--- src/rtl/pcxrle_pkg.sv ---
// Shared types, constants and byte functions for the PCX-style RLE line encoder.
// Used by the front, queue, back and top-level modules; depends on nothing.
`default_nettype none

package pcxrle_pkg;

   localparam logic [5:0] RUN_MAX    = 6'h3f;
   localparam logic [7:0] COUNT_MARK = 8'hc0;
   localparam int         QueueDepth = 4;

   // One queued command: the run closed by a differing byte or at RUN_MAX, and the line-end flush
   typedef struct packed {
      logic       ended_valid;
      logic [7:0] ended_value;
      logic [5:0] ended_len;
      logic       flush_valid;
      logic [7:0] flush_value;
      logic [5:0] flush_len;
   } run_cmd_type;

   // Reverse bit order, then invert every bit
   function automatic logic [7:0] flip_invert(input logic [7:0] b);
      logic [7:0] r;
      for (int i = 0; i < 8; i++) begin
         r[7 - i] = ~b[i];
      end
      return r;
   endfunction

   // A count marker precedes the data byte for long runs or when the data byte looks like a marker
   function automatic logic need_count(input logic [5:0] len, input logic [7:0] value);
      logic [7:0] d;
      d = flip_invert(value);
      return (len > 6'd1) || (d[7:6] == 2'b11);
   endfunction

   function automatic logic [7:0] count_byte(input logic [5:0] len);
      return COUNT_MARK | {2'b00, len};
   endfunction

endpackage

`default_nettype wire

--- src/rtl/pcxrle_front.sv ---
// Front end of the PCX-style RLE line encoder: accepts raw bytes, tracks the open run
// and pushes a command to the queue whenever a run closes. Depends on pcxrle_pkg.
`default_nettype none

module pcxrle_front (
   input  wire                     clock,
   input  wire                     reset,
   input  wire                     req_tvalid,
   output logic                    req_tready,
   input  wire  [7:0]              req_tdata,   // [7:0] pixel_byte
   input  wire                     req_tlast,   // line_last
   input  wire                     q_full,
   output logic                    q_push,
   output pcxrle_pkg::run_cmd_type q_cmd
);

   logic [7:0] run_value_ff, run_value_in;
   logic [5:0] run_length_ff, run_length_in;
   logic       run_open_ff, run_open_in;
   logic       accept;

   assign req_tready = !q_full;
   assign accept     = req_tvalid && !q_full;

   always_comb begin
      logic [7:0] nxt_value;
      logic [5:0] nxt_len;
      q_cmd             = '0;
      q_cmd.ended_value = run_value_ff;
      q_cmd.ended_len   = run_length_ff;
      nxt_value         = req_tdata;
      nxt_len           = 6'd1;
      if (!run_open_ff) begin
         nxt_value = req_tdata;
         nxt_len   = 6'd1;
      end else if (req_tdata == run_value_ff && run_length_ff != pcxrle_pkg::RUN_MAX) begin
         nxt_value = run_value_ff;
         nxt_len   = run_length_ff + 6'd1;
      end else begin
         q_cmd.ended_valid = 1'b1;
      end
      q_cmd.flush_value = nxt_value;
      q_cmd.flush_len   = nxt_len;
      q_cmd.flush_valid = req_tlast;
      // line end flushes the run and closes it
      if (req_tlast) begin
         run_value_in  = 8'd0;
         run_length_in = 6'd0;
         run_open_in   = 1'b0;
      end else begin
         run_value_in  = nxt_value;
         run_length_in = nxt_len;
         run_open_in   = 1'b1;
      end
   end

   assign q_push = accept && (q_cmd.ended_valid || q_cmd.flush_valid);

   always_ff @(posedge clock) begin
      if (reset) begin
         run_value_ff  <= 8'd0;
         run_length_ff <= 6'd0;
         run_open_ff   <= 1'b0;
      end else if (accept) begin
         run_value_ff  <= run_value_in;
         run_length_ff <= run_length_in;
         run_open_ff   <= run_open_in;
      end
   end

endmodule

`default_nettype wire

--- src/rtl/pcxrle_queue.sv ---
// Small command FIFO between front and back of the PCX-style RLE line encoder.
// Register array with head read; depends on pcxrle_pkg.
`default_nettype none

module pcxrle_queue #(
   parameter int DEPTH = pcxrle_pkg::QueueDepth
) (
   input  wire                     clock,
   input  wire                     reset,
   input  wire                     push,
   input  pcxrle_pkg::run_cmd_type push_cmd,
   output logic                    full,
   input  wire                     pop,
   output logic                    head_valid,
   output pcxrle_pkg::run_cmd_type head_cmd
);

   localparam int PtrW = (DEPTH > 1) ? $clog2(DEPTH) : 1;
   localparam int CntW = $clog2(DEPTH + 1);
   localparam logic [PtrW-1:0] LastPtr = PtrW'(DEPTH - 1);
   localparam logic [CntW-1:0] FullCnt = CntW'(DEPTH);

   pcxrle_pkg::run_cmd_type mem_ff [DEPTH];
   logic [PtrW-1:0] wr_ptr_ff, wr_ptr_in;
   logic [PtrW-1:0] rd_ptr_ff, rd_ptr_in;
   logic [CntW-1:0] count_ff, count_in;

   assign full       = (count_ff == FullCnt);
   assign head_valid = (count_ff != '0);
   assign head_cmd   = mem_ff[rd_ptr_ff];

   always_comb begin
      wr_ptr_in = wr_ptr_ff;
      rd_ptr_in = rd_ptr_ff;
      count_in  = count_ff;
      if (push) begin
         wr_ptr_in = (wr_ptr_ff == LastPtr) ? '0 : wr_ptr_ff + 1'b1;
      end
      if (pop) begin
         rd_ptr_in = (rd_ptr_ff == LastPtr) ? '0 : rd_ptr_ff + 1'b1;
      end
      if (push && !pop) begin
         count_in = count_ff + 1'b1;
      end else if (pop && !push) begin
         count_in = count_ff - 1'b1;
      end
   end

   always_ff @(posedge clock) begin
      if (reset) begin
         wr_ptr_ff <= '0;
         rd_ptr_ff <= '0;
         count_ff  <= '0;
      end else begin
         wr_ptr_ff <= wr_ptr_in;
         rd_ptr_ff <= rd_ptr_in;
         count_ff  <= count_in;
      end
   end

   always_ff @(posedge clock) begin
      if (push) begin
         mem_ff[wr_ptr_ff] <= push_cmd;
      end
   end

endmodule

`default_nettype wire

--- src/rtl/pcxrle_back.sv ---
// Back end of the PCX-style RLE line encoder: expands each queued command into count
// and data bytes, one per cycle unless stalled, via a registered output. Needs pcxrle_pkg.
`default_nettype none

module pcxrle_back (
   input  wire                     clock,
   input  wire                     reset,
   input  wire                     head_valid,
   input  pcxrle_pkg::run_cmd_type head_cmd,
   output logic                    pop,
   output logic                    rsp_tvalid,
   input  wire                     rsp_tready,
   output logic [7:0]              rsp_tdata,   // [7:0] code_byte
   output logic [1:0]              rsp_tuser,   // [0] is_count, [1] item_last
   output logic                    rsp_tlast    // line_end
);

   // slot bits: [0] closed-run count, [1] closed-run data, [2] flush count, [3] flush data
   pcxrle_pkg::run_cmd_type cur_ff;
   logic [3:0] pend_ff, pend_in;
   logic       cur_valid_ff, cur_valid_in;
   logic       rsp_valid_ff;
   logic [7:0] rsp_data_ff;
   logic [1:0] rsp_user_ff;
   logic       rsp_last_ff;

   logic [3:0] sel;
   logic [3:0] remaining;
   logic [7:0] code;
   logic       is_count;
   logic       line_end;
   logic       out_ready;
   logic       emit;
   logic [3:0] load_mask;

   always_comb begin
      sel      = 4'b0000;
      code     = pcxrle_pkg::flip_invert(cur_ff.flush_value);
      is_count = 1'b0;
      line_end = 1'b0;
      if (pend_ff[0]) begin
         sel      = 4'b0001;
         code     = pcxrle_pkg::count_byte(cur_ff.ended_len);
         is_count = 1'b1;
      end else if (pend_ff[1]) begin
         sel  = 4'b0010;
         code = pcxrle_pkg::flip_invert(cur_ff.ended_value);
      end else if (pend_ff[2]) begin
         sel      = 4'b0100;
         code     = pcxrle_pkg::count_byte(cur_ff.flush_len);
         is_count = 1'b1;
      end else if (pend_ff[3]) begin
         sel      = 4'b1000;
         line_end = 1'b1;
      end
   end

   assign remaining = pend_ff & ~sel;
   assign out_ready = !rsp_valid_ff || rsp_tready;
   assign emit      = cur_valid_ff && out_ready;
   assign pop       = head_valid && (!cur_valid_ff || (emit && remaining == 4'b0000));

   assign load_mask = {head_cmd.flush_valid,
                       head_cmd.flush_valid &&
                          pcxrle_pkg::need_count(head_cmd.flush_len, head_cmd.flush_value),
                       head_cmd.ended_valid,
                       head_cmd.ended_valid &&
                          pcxrle_pkg::need_count(head_cmd.ended_len, head_cmd.ended_value)};

   always_comb begin
      pend_in      = pend_ff;
      cur_valid_in = cur_valid_ff;
      if (pop) begin
         pend_in      = load_mask;
         cur_valid_in = 1'b1;
      end else if (emit) begin
         pend_in      = remaining;
         cur_valid_in = (remaining != 4'b0000);
      end
   end

   always_ff @(posedge clock) begin
      if (reset) begin
         pend_ff      <= 4'b0000;
         cur_valid_ff <= 1'b0;
         rsp_valid_ff <= 1'b0;
      end else begin
         pend_ff      <= pend_in;
         cur_valid_ff <= cur_valid_in;
         if (emit) begin
            rsp_valid_ff <= 1'b1;
         end else if (rsp_tready) begin
            rsp_valid_ff <= 1'b0;
         end
      end
   end

   always_ff @(posedge clock) begin
      if (pop) begin
         cur_ff <= head_cmd;
      end
      if (emit) begin
         rsp_data_ff <= code;
         rsp_user_ff <= {remaining == 4'b0000, is_count};
         rsp_last_ff <= line_end;
      end
   end

   assign rsp_tvalid = rsp_valid_ff;
   assign rsp_tdata  = rsp_data_ff;
   assign rsp_tuser  = rsp_user_ff;
   assign rsp_tlast  = rsp_last_ff;

endmodule

`default_nettype wire

--- src/rtl/pcx_rle_line_encoder_unit.sv ---
// A run-closing byte goes through the queue, cur_ff and the output register to rsp_tvalid.
// Throughput: one input byte per cycle while the queue has room; one code byte per cycle out
// while rsp_tready allows, so an input that closes a run and needs a count marker costs two
// output bytes, up to four at line end; the back end's single output register sets the rate.
// Reset: synchronous, active high; clears the open run, the command queue and the output stage.
`default_nettype none

module pcx_rle_line_encoder_unit #(
   parameter int QUEUE_DEPTH = pcxrle_pkg::QueueDepth
) (
   input  wire        clock,
   input  wire        reset,
   input  wire        req_tvalid,
   output logic       req_tready,
   input  wire  [7:0] req_tdata,   // [7:0] pixel_byte
   input  wire        req_tlast,   // line_last
   output logic       rsp_tvalid,
   input  wire        rsp_tready,
   output logic [7:0] rsp_tdata,   // [7:0] code_byte
   output logic [1:0] rsp_tuser,   // [0] is_count, [1] item_last
   output logic       rsp_tlast    // line_end
);

   logic                    q_push;
   logic                    q_full;
   logic                    q_pop;
   logic                    q_valid;
   pcxrle_pkg::run_cmd_type q_in_cmd;
   pcxrle_pkg::run_cmd_type q_head_cmd;

   pcxrle_front u_front (
      .clock      (clock),
      .reset      (reset),
      .req_tvalid (req_tvalid),
      .req_tready (req_tready),
      .req_tdata  (req_tdata),
      .req_tlast  (req_tlast),
      .q_full     (q_full),
      .q_push     (q_push),
      .q_cmd      (q_in_cmd)
   );

   pcxrle_queue #(
      .DEPTH (QUEUE_DEPTH)
   ) u_queue (
      .clock      (clock),
      .reset      (reset),
      .push       (q_push),
      .push_cmd   (q_in_cmd),
      .full       (q_full),
      .pop        (q_pop),
      .head_valid (q_valid),
      .head_cmd   (q_head_cmd)
   );

   pcxrle_back u_back (
      .clock      (clock),
      .reset      (reset),
      .head_valid (q_valid),
      .head_cmd   (q_head_cmd),
      .pop        (q_pop),
      .rsp_tvalid (rsp_tvalid),
      .rsp_tready (rsp_tready),
      .rsp_tdata  (rsp_tdata),
      .rsp_tuser  (rsp_tuser),
      .rsp_tlast  (rsp_tlast)
   );

   a_no_push_when_full: assert property (@(posedge clock) disable iff (reset)
      q_push |-> !q_full)
      else $error("command pushed into a full queue");

   a_pop_needs_entry: assert property (@(posedge clock) disable iff (reset)
      q_pop |-> q_valid)
      else $error("command popped from an empty queue");

   a_count_not_last: assert property (@(posedge clock) disable iff (reset)
      (rsp_tvalid && rsp_tuser[0]) |-> (!rsp_tuser[1] && !rsp_tlast))
      else $error("count marker closes a transaction group");

   a_count_format: assert property (@(posedge clock) disable iff (reset)
      (rsp_tvalid && rsp_tuser[0]) |-> (rsp_tdata[7:6] == 2'b11 && rsp_tdata[5:0] != 6'd0))
      else $error("malformed count marker");

endmodule

`default_nettype wire
--- config.mk ---
export PLATFORM = sky130hd
export DESIGN_NAME = pcx_rle_line_encoder_unit
export DESIGN_NICKNAME = d
export VERILOG_FILES = /design/src/rtl/pcxrle_pkg.sv /design/src/rtl/pcxrle_front.sv /design/src/rtl/pcxrle_queue.sv /design/src/rtl/pcxrle_back.sv /design/src/rtl/pcx_rle_line_encoder_unit.sv
export SDC_FILE = /design/constraint.sdc
export NUM_CORES = 1
export LEC_CHECK = 0
export BUFFER_PORTS_ARGS = -buffer_cell sky130_fd_sc_hd__buf_2
export CAP_MARGIN = 20
export CORE_ASPECT_RATIO = 0.8
export CORE_MARGIN = 2
export CORE_UTILIZATION = 61
export DETAILED_ROUTE_END_ITERATION = 8
export MAX_ROUTING_LAYER = met4
export PLACE_DENSITY = 0.79
export SLEW_MARGIN = 5
export SYNTH_ARGS = -nofsm -noshare
export SYNTH_HDL_FRONTEND = slang
export SYNTH_HIERARCHICAL = 1
export SYNTH_SLANG_ARGS = --single-unit
--- constraint.sdc ---
create_clock -name clock -period 3.5 [get_ports clock]
set_input_delay 0.175 -clock clock [delete_from_list [all_inputs] [get_ports clock]]
set_output_delay 0.175 -clock clock [all_outputs]
set_load 0.03 [all_outputs]
==> out/metrics.csv <==
stage,metric,value,unit
clock_network,CTS Root Cell,clkbuf_16,
timing,FMAX,324,MHz
floorplanning,Chip Height,104,um
layout,Total Nets Final,501,
logic_synthesis,Syn Nets,472,
grt,GRT overflow,0,
placement,"worst slack, placed",0.487,ns
grt,largest net degree at the start of global routing,36,
logic_synthesis,Mean Syn Cell Area,16.8,um2
logic_synthesis,post-synth cell types,59,
detailed_routing,1st-iter DRT viols,398,
grt,GRT Util Overall,0.232,
logic_synthesis,Post-Synth Adder-Cell Area,0.0142,
worst_setup_path,Critical Path RT,3.85,ns
timing,slew margin rel.,0.406,
layout,Multi-input gate area,0.00202,mm2
logic_synthesis,xor and xnor area share after synthesis,0.0150,
logic_synthesis,Synth Area in Simple Gates,0.0853,
layout,antenna cells,0,
layout,"most common cell after layout, fill and taps aside",edfxtp_1,
min_path,min-delay worst type,in2reg,
logic_synthesis,#FFs+latches synth,189,
worst_setup_path,RR Startpoint,u_front/run_length_ff[0],
clock_network,CTS tree,built,
detailed_routing,post-DR vias/cell,6.14,
clock_network,Post-CTS Setup Inserts,0,
timing,Final Cycle Share,0.881,
timing,Setup TNS,0,ns
placement,GPL Wtd Cong,0.776,
detailed_routing,DR WL/cell,21.4,um
detailed_routing,final WL,13800,um
clock_network,# clock sinks,189,
logic_synthesis,prevailing post-synth register cell,edfxtp_1,
min_path,Min-Delay Startpoint,req_tdata[6],
timing,Final Skew,0.00954,ns
detailed_routing,TritonRoute pass-1 iters,5,
logic_synthesis,Synth Area in Compound Gates,0.0549,
timing,Tmin final,3.08,ns
clock_network,Worst-Skew Late Latency,0.42,ns
layout,Layout fillers,770,
layout,layout cells sized above 1,0.225,
logic_synthesis,Ys Warns,6,
grt,antenna violations before repair,0,
flow_run,max-cap violation count,0,
worst_setup_path,WS Path Type,reg2reg,
floorplanning,Row Count,36,
logic_synthesis,sequential element share of the synthesized area,0.708,
clock_network,CTS Buf Count,17,
worst_setup_path,Worst Path Arrival,3.44,ns
timing,Setup WS post-layout,0.415,ns
detailed_routing,Vias,3960,
clock_network,CTS H-Tree Depth,4,
worst_setup_path,Worst Setup SP,u_front/run_length_ff[0],
floorplanning,total die area,0.0134,mm2
logic_synthesis,largest family of logic cells by synthesized area,multiplexers,
worst_setup_path,CP Max Fanout,8,
floorplanning,Starting Density,0.624,
detailed_routing,Post-DRT Antenna Nets,0,
timing,max-slew violations,0,
timing,worst-margin pin slew,0.888,ns
min_path,Worst Hold Depth,1,
placement,port bufs,25,
power,Pleak,0.00279,uW
floorplanning,die width,129,um
logic_synthesis,post-synthesis mux area share,0.0962,
logic_synthesis,Post-Synthesis Cell Area,0.00759,mm2
worst_setup_path,critical path endpoint category,flop,
detailed_routing,Remaining DRCs,0,
timing,final hold violation count,0,
timing,Final setup viols,0,
layout,register area,0.00538,mm2
clock_network,"Reg clk slew, reported paths",0.07,ns
placement,Post-DP HPWL,8690,um
timing,RSZ-0062 raised after global routing,no,
power,VDD IR max,524,uV
status,run status,"complete, no violations",
layout,Area Overhead vs Synth,11.5,%
grt,first-pass GRT wire length,21800,um
floorplanning,I/O Pins,26,
worst_setup_path,CP Launch Type,flop,
logic_synthesis,Synth Instances,451,
power,PD cells,819,mW/mm2
worst_setup_path,r2r worst-path depth,11,
clock_network,Longest Clk Path Bufs,2,
logic_synthesis,ys async rst share,0,
logic_synthesis,Post-synth EDFFs,159,
layout,most frequent cells in the layout,"159 x edfxtp_1, 30 x mux4_2, 29 x dfxtp_1",
floorplanning,core area,0.0122,mm2
grt,vias in the first global route,3831,
-- area by class of cell --
cell class	instances	area share
Sequential cell	189	0.635
Timing Repair Buffer	36	0.0248
Clock inverter	15	0.0229
Clock buffer	17	0.0502
Inverter	15	0.00665
Tap cell	152	0.0225
Multi-Input combinational cell	221	0.238
-- synthesized netlist by cell type (all sizes together), types with 2 or more instances --
cell type,instances,area [um2]
a211oi,10,92.6
a21oi,13,65.1
a22oi,2,15.0
and2,11,68.8
buf,11,80.1
clkbuf,15,66.3
dfxtp,30,601
edfxtp,159,4770
ha,7,87.6
inv,15,56.3
mux2i,4,40.0
mux4,30,676
nand2,18,67.6
nand2b,6,37.5
nand3,11,67.6
nand3b,7,52.6
nand4,6,37.5
nor2,26,97.6
nor2b,2,12.5
nor3,6,30.0
nor3b,2,15.0
nor4,7,73.8
o211ai,2,15.0
o21ai,2,10.0
o311ai,3,58.8
o31ai,9,72.6
o32ai,2,17.5
or2,3,18.8
or2b,2,16.3
or3,3,18.8
xor2,12,105
-- registers in the layout, summed over array words and instances, names as in the netlist, 2 cells and up, named ones only --
| name | count |
|---|---|
| u_queue/wr_ptr_ff | 2 |
| u_queue/mem_ff | 120 |
| u_back/rsp_tuser | 2 |
| u_queue/rd_ptr_ff | 2 |
| u_front/run_length_ff | 6 |
| u_queue/count_ff | 3 |
| u_back/rsp_tdata | 8 |
| u_front/run_value_ff | 8 |
| u_back/pend_ff | 4 |
| u_back/cur_ff | 28 |
-- critical path: stages, from the launching register on --
cell and delay [ns]:
dfxtp_1 0.45, ha_1 0.27, and4_4 0.28, nand2_1 0.09, a31oi_1 0.38, o21a_1 0.30, ha_1 0.22, inv_1 0.06
fa_1 0.37, xor2_1 0.16, or3_1 0.30, a21oi_1 0.13
-- worst paths after layout --
path	to	slack, ns
hold reg to reg	u_queue/count_ff[2]	0.50
hold / removal	u_queue/mem_ff[3][12]	0.02
setup reg to reg	u_queue/count_ff[2]	0.42
setup / recovery	u_queue/count_ff[2]	0.42
-- layer usage --
layer / wire, um / GRT usage / up-vias
li1: - / - / 1817
met1: 6050 / 0.335 / 1978
met2: 6610 / 0.340 / 146
met3: 948 / 0.0465 / 19
met4: 184 / 0.0730 / 0
met5: 0 / - / -
-- power breakdown --
part | total, uW | switching, uW | internal [uW]
clock | 1990 | 801 | 1190
combinational | 1680 | 968 | 708
sequential | 3260 | 277 | 2990
-- metrics by stage --
step	instance area (um2)	util	cells	hold slack, ns	power, uW
4_1_cts	8470	0.696	645	0.0102	6980
6_report	8470	0.696	645	0.0165	6930
5_1_grt	8470	0.696	645	0.0213	7250
2_1_floorplan	7590	-	451	0.244	4520
3_3_place_gp	7840	0.645	612	0.432	4930
3_5_place_dp	7840	0.645	612	0.432	4990
-- kinds of logic (layout without fill, tap and decap cells) --
logic type               Yosys count  count (layout)
AO/OA/AOI/OAI                     51              51
XOR/XNOR                          13              13
adder cells (fa/ha/maj)            8               8
buffers and inverters             41              83
flip-flops                       189             189
multiplexers                      35              35
AND/OR/NAND/NOR                  114             114
-- timing repair --
action	in CTS	in global routing
gates resized for setup	0	0
endpoints found under the hold margin	4	0
hold buffers	1	0
Note: power is estimated with default switching activity, not from simulation.
